==> src/nmmb_pkg.sv <==
package nmmb_pkg;

   localparam int DEF_NUM_UNKNOWNS      = 4096;
   localparam int DEF_MAX_CELL_UNKNOWNS = 32;

   localparam int DOF_W  = 12;
   localparam int DATA_W = 32;

   typedef logic signed [DATA_W-1:0] data_type;

   typedef enum logic [1:0] {
      FUNC_LOAD = 2'd0,
      FUNC_CELL = 2'd1,
      FUNC_READ = 2'd2
   } func_type;

   typedef enum logic [3:0] {
      ST_IDLE,
      ST_REDUCE,
      ST_REMAINDER,
      ST_DISPATCH,
      ST_CELL_UPD,
      ST_WALK_BUF,
      ST_WALK_READ,
      ST_WALK_WRITE,
      ST_READ_DONE
   } state_type;

   typedef struct packed {
      logic val_we;
      logic bnd_we;
   } store_ctl_type;

endpackage

==> src/nmmb_minmax.sv <==
module nmmb_minmax import nmmb_pkg::*; (
   input  data_type lo_a,
   input  data_type lo_b,
   input  data_type hi_a,
   input  data_type hi_b,
   output data_type lo,
   output data_type hi
);

   assign lo = (lo_a < lo_b) ? lo_a : lo_b;
   assign hi = (hi_a > hi_b) ? hi_a : hi_b;

endmodule

==> config.mk <==
export PLATFORM = sky130hd
export DESIGN_NAME = nmmb_minmax
export DESIGN_NICKNAME = d
export VERILOG_FILES = /design/src/nmmb_pkg.sv /design/src/nmmb_minmax.sv
export SDC_FILE = /design/constraint.sdc
export NUM_CORES = 1
export LEC_CHECK = 0
export BUFFER_PORTS_ARGS = -buffer_cell sky130_fd_sc_hd__buf_2
export CAP_MARGIN = 30
export CORE_UTILIZATION = 42
export DETAILED_ROUTE_END_ITERATION = 7
export GPL_TIMING_DRIVEN = 0
export PLACE_DENSITY = 0.87
export SLEW_MARGIN = 10
export SYNTH_ARGS = -nofsm -noshare
export SYNTH_HDL_FRONTEND = slang
export SYNTH_SLANG_ARGS = --single-unit
==> constraint.sdc <==
create_clock -name vclk -period 6.58
set_clock_uncertainty 0.05 [all_clocks]
set_input_delay 1.974 -clock vclk [all_inputs]
set_output_delay 1.974 -clock vclk [all_outputs]
set_load 0.02 [all_outputs]
# After elaboration in Yosys (flattened, before gate mapping)
# Index checks and enable logic that the tools add are counted.
[word_totals] word_cells=4 register_bits=0 inputBits=128 out_inout_bits=64
[classes] n_mux=2 magnitude_cmp=2
[op_table] cell="32-bit 2-to-1 mux" count=2
[op_table] cell="32-bit > comparator" count=1
[op_table] cell="32-bit < comparator" count=1

# Longest topological paths before layout
# Gate-level depths: netlist of the first run.
[logic_depth] word_depth=2 depth_mapped=9 depth_no_buf=8

# Least setup slack after synthesis of the first run
# Ideal clock, no wire load.
[synth_path] path_kind="input port to output port" start="input lo_b[2]" end="output lo[10]" slack_ps=351 n_path_buf=1 path_stages=9 t_required_ps=4556 t_arrival_ps=4205 path_cell_list="inv_1 -> ha_1 -> a211o_1 -> a31oi_1 -> o31ai_1 -> a2111o_1 -> a221oi_4 -> buf_6 -> mux2_1"
[synth_via] elab_chain_len=2
[synth_rtl] item="start, declared" line_no="nmmb_minmax.sv:3" text="input data_type lo_b,"
[synth_rtl] item="32-bit < comparator" line_no="nmmb_minmax.sv:10" text="assign lo = (lo_a < lo_b) ? lo_a : lo_b;"
[synth_rtl] item="32-bit 2-to-1 mux" line_no="nmmb_minmax.sv:10"
[synth_rtl] item="end, declared" line_no="nmmb_minmax.sv:6" text="output data_type lo,"
# No other way between the ends.

# Worst setup path after layout of the first run
[layout_path] start="input lo_a[5]" end="output lo[30]"
[layout_via] elab_chain_len=2
[layout_rtl] item="start, declared" line_no="nmmb_minmax.sv:2" text="input data_type lo_a,"
[layout_rtl] item="32-bit < comparator" line_no="nmmb_minmax.sv:10"
[layout_rtl] item="32-bit 2-to-1 mux" line_no="nmmb_minmax.sv:10"
# No other way between the ends.

==> reports/metrics.cfg, run 1 <==
[floorplan]
initial_core_util_pct = 43.69
die_h_um = 77.69
boundaryPins = 192
core_region_area_um2 = 5507
dieArea_um2 = 6036
row_count = 27
die_w_um = 77.69

[pwr]
leakagePower_nw = 2.150
combPwrFrac_pct = 100.0
pwr-share-clk_pct = 0
swShare_pct = 53.37
p_sw_mw = 0.1935
peakVddDrop_mv = 0.06839
p_int_mw = 0.1690
p_per_area_nw_per_um2 = 102.2
power_frac_seq_pct = 0

[setup_path]
startpoint = lo_a[5]
path_max_fanout = 10
crit_required_ns = 4.56
critPathKind = input pin to primary output
cp-start-kind = input pin
critPathCaptureType = primary output
worstPathArrival_ns = 4.47

[cells_and_area]
final_cell_mix = buf_2 (193), inv_1 (67), ha_1 (62)
num-nets-final = 684
seq_cells = 0
diodes = 0
regArea_um2 = 0
nClkBuffers = 0
syn_to_final_growth_pct = 47.37
fillers = 488
fin_cells = 563
postLayoutCoreUtil_pct = 64.39
drive_gt1_share_pct = 49.08
final_common_cell = buf_2

[global_routing]
grt_overflow_total = 0
grt_pass1_wl_um = 11650
grt_pass1_vias = 2747
antenna_found_initial = 0
grt_usage_pct = 22.67
grt_max_degree = 11

[route]
drt_pass1_iterations = 4
drc = 0
wl_um = 7327
drt-wirelength-per-cell_um = 13.01
ant_nets = 0
drtIter0Drc = 79
vias = 2868
via_per_inst = 5.094

[synth]
syn_inst = 294
ys_warn_count = 0
syn_area_um2 = 2406
synth.distinct_cells = 36
syn_avg_cell_area_um2 = 8.184
syn_nets = 485
yosysSeqAreaShare_pct = 0

[run]
cap_violations = 0

[place]
portBuffers = 192
gp_congestion = 0.9104
place_hpwl_um = 6484
place_inst = 558

[timing]
min_period_ns = 6.495
finalCritPeriodShare_pct = 98.71
setup_viol = 0
tns_ns = 0
finalMaxSlewViolations = 0
max_freq_mhz = 154.0
finalHoldViolCount = 0
rsz0062_at_grt = true
relSlewSlack_pct = 75.05
fin_hold_ws_ns = 4.231
worst_slew_pin_slew_ns = 0.3709

[worst_hold_path]
min-delay-start = lo_b[7]
hold_class = input pin to primary output

[status]
status = completed

logic make-up after synthesis:
group | after synthesis | share of synthesized area (%)
AND/OR/NAND/NOR | 41 | 9.101
adder cells (fa/ha/maj) | 63 | 32.76
buffers and inverters | 73 | 12.48
multiplexers | 64 | 29.95
AO/OA/AOI/OAI | 53 | 15.71
final cells by class:
cell class	instances	area, um2	share of cell area [%]
repair buffers	197	1020	28.76
well taps	72	90.09	2.541
multi-input cells	221	2132	60.13
plain buffers	6	52.55	1.482
inverters	67	251.5	7.092
cell usage after synthesis (2+ instances only):
cell | n | area share [%]
a211o_1 | 2 | 0.73
a21o_1 | 9 | 2.8
a21oi_1 | 19 | 4.0
a221o_1 | 2 | 0.83
a221oi_1 | 2 | 0.73
a31oi_1 | 2 | 0.52
and4_1 | 2 | 0.73
buf_2 | 3 | 0.62
buf_6 | 3 | 1.4
ha_1 | 63 | 33
inv_1 | 67 | 10
mux2_1 | 30 | 14
mux2_2 | 34 | 16
nand2_1 | 7 | 1.1
nand2b_1 | 2 | 0.52
nand3_1 | 6 | 1.2
nand4_1 | 12 | 3.1
nor2_1 | 6 | 0.94
nor3_1 | 2 | 0.42
o21ai_0 | 5 | 1.0
metal layers:
metal | up-vias | wire length (um) | GRT usage (%)
li1 | 1464 | - | -
met1 | 1308 | 3046 | 26.50
met2 | 86 | 3889 | 44.69
met3 | 10 | 324 | 1.647
met4 | 0 | 67 | 3.774
met5 | - | 0 | 0
repair_timing:
action	CTS	global route
hold buffers	0	0
pin swaps	1	3
gates cloned	0	2
resized for setup	0	11
setup buffers	0	3
endpoints found under the setup margin	3	50
stage by stage:
step	setup WS [ns]	instance area (um2)	total power [mW]
2_1_floorplan	0.3514	2406	0.2243
3_3_place_gp	0.01688	3457	0.3339
3_5_place_dp	-0.006969	3457	0.3434
4_1_cts	0.005048	3457	0.3454
5_1_grt	-0.01341	3546	0.3944
6_report	0.08487	3546	0.3625
final timing paths:
check,endpoint,slack (ns),depth (start not counted)
max,lo[30],0.08,11
min,lo[7],4.23,3
worst max-delay path, cell delays in order:
cell and delay, ns:
buf_2 0.10, ha_1 0.31, a211o_1 0.30, a21oi_1 0.13, o31ai_1 0.09, a2111o_1 0.43, a221oi_4 0.34, buf_12 0.16
buf_8 0.14, mux2_1 0.32, buf_2 0.16
power by group through the flow:
stage | Combinational, mW | Clock (mW) | Sequential, mW
after floorplan | 0.224 | 0 | 0
after CTS | 0.345 | 0 | 0
final | 0.362 | 0 | 0
after detailed placement | 0.343 | 0 | 0
after global routing | 0.394 | 0 | 0
after global placement | 0.334 | 0 | 0
Power figures use the tool's default switching activity.
==> run 2: changes to the inputs <==
--- a/config.mk
+++ b/config.mk
@@ -11,6 +11,7 @@
 export DETAILED_ROUTE_END_ITERATION = 7
 export GPL_TIMING_DRIVEN = 0
 export PLACE_DENSITY = 0.87
+export RECOVER_POWER = 100
 export SLEW_MARGIN = 10
 export SYNTH_ARGS = -nofsm -noshare
 export SYNTH_HDL_FRONTEND = slang
==> reports/metrics.cfg, run 2 (synthesis gave the netlist of run 1 again) <==
[status]
status = completed

[timing]
min_period_ns = 6.499  ; +0.003753 ns
setup_viol = 0  ; unchanged
rsz0062_at_grt = true
finalMaxSlewViolations = 0  ; unchanged
fin_hold_ws_ns = 4.231  ; unchanged
worst_slew_pin_slew_ns = 0.3702  ; -0.0006412 ns
finalHoldViolCount = 0  ; unchanged
max_freq_mhz = 153.9  ; about the same
relSlewSlack_pct = 75.09  ; about the same
finalWorstSetupSlack_ns = 0.08112  ; -0.003753 ns
finalCritPeriodShare_pct = 98.77  ; about the same
tns_ns = 0  ; unchanged

[cells_and_area]
drive_gt1_share_pct = 46.84  ; -2.2 points
seq_cells = 0  ; unchanged
nClkBuffers = 0  ; unchanged
final_common_cell = buf_2
fin_cells = 563  ; unchanged
fillers = 497  ; +1.8%
diodes = 0  ; unchanged
regArea_um2 = 0  ; unchanged
multi_input_area_um2 = 2132  ; unchanged
syn_to_final_growth_pct = 46.80
final_cell_mix = buf_2 (161), inv_1 (67), ha_1 (62)
num-nets-final = 684  ; unchanged

[floorplan]
boundaryPins = 192  ; unchanged
row_count = 27  ; unchanged
core_region_area_um2 = 5507  ; unchanged
dieArea_um2 = 6036  ; unchanged
die_h_um = 77.69  ; unchanged
initial_core_util_pct = 43.69  ; unchanged
die_w_um = 77.69  ; unchanged

[worst_hold_path]
min-delay-start = lo_b[7]
hold_class = input pin to primary output
min_to = lo[7]
hold_depth = 3  ; unchanged

[place]
portBuffers = 192  ; unchanged
place_hpwl_um = 6484  ; unchanged
gp_congestion = 0.9104  ; unchanged
place_inst = 558  ; unchanged
post-place-ws_ns = -0.006969  ; unchanged

[route]
ant_nets = 0  ; unchanged
drtIter0Drc = 69  ; -13%
drt_pass1_iterations = 4  ; unchanged
drt-wirelength-per-cell_um = 13.01  ; about the same
wl_um = 7326  ; about the same
vias = 2885  ; +0.59%
via_per_inst = 5.124  ; +0.59%
drc = 0  ; unchanged

[run]
cap_violations = 0  ; unchanged

[global_routing]
grt_max_degree = 11  ; unchanged
grt_usage_pct = 22.67  ; unchanged
antenna_found_initial = 0  ; unchanged
grt_pass1_wl_um = 11650  ; unchanged
grt_overflow_total = 0  ; unchanged
grt_pass1_vias = 2747  ; unchanged

[setup_path]
critPathKind = input pin to primary output
worstPathArrival_ns = 4.47  ; about the same
critPathCaptureType = primary output
path_max_fanout = 10  ; unchanged
cp-start-kind = input pin
crit_required_ns = 4.56  ; about the same

[pwr]
p_per_area_nw_per_um2 = 102.1  ; -0.10%
power_mw = 0.3607  ; -0.49%
peakVddDrop_mv = 0.06836  ; about the same
leakagePower_nw = 2.123  ; -1.3%

[run 2: worst max path at each step]
stage                       start  endpoint  cells after the start
after global routing      lo_b[2]    lo[26]                     12
after floorplan           lo_b[2]    lo[10]                      9
final                     lo_a[5]    lo[24]                     11
after detailed placement  lo_a[2]    lo[18]                     10
after CTS                 lo_a[2]     lo[2]                     10
after global placement    lo_a[2]    lo[29]                     10
[run 2: per-stage QoR]
step | util (%) | instance area [um2]
3_3_place_gp | 62.78 | 3457
5_1_grt | 64.14 | 3532
2_1_floorplan | - | 2406
4_1_cts | 62.78 | 3457
3_5_place_dp | 62.78 | 3457
6_report | 64.14 | 3532
[run 2: timing repair]
item                                    in CTS  in global routing
cloned                                       0                  2
buffers inserted                             0                  3
endpoints found under the setup margin       3                 50
hold buffers                                 0                  0
pin swaps                                    1                  3
gates resized for setup                      0                 11
[run 2: layout make-up]
cell class,count,area share [%]
Buffer,6,1.488
Tap cell,72,2.550
Multi-Input combinational cell,221,60.36
Timing Repair Buffer,197,28.48
Inverter,67,7.120
[run 2: critical path: stages]
cell	delay, ns
buf_2	0.10
ha_1	0.31
a211o_1	0.30
a21oi_1	0.13
o31ai_1	0.09
a2111o_1	0.43
a221oi_4	0.35
buf_12	0.16
buf_8	0.14
mux2_1	0.33
buf_2	0.16
[run 2: power by group]
part	switching, mW	internal (mW)	total [mW]
sequential	0	0	0
combinational	0.194	0.166	0.361
clock	0	0	0
total	0.194	0.166	0.361
[run 2: routing by layer]
metal	vias to the layer above	part of all wire, %	GRT usage [%]
met1	1316	41	26.50
met4	0	0.90	3.774
met2	90	53	44.69
li1	1469	-	-
met5	-	0	0
met3	10	4.6	1.647
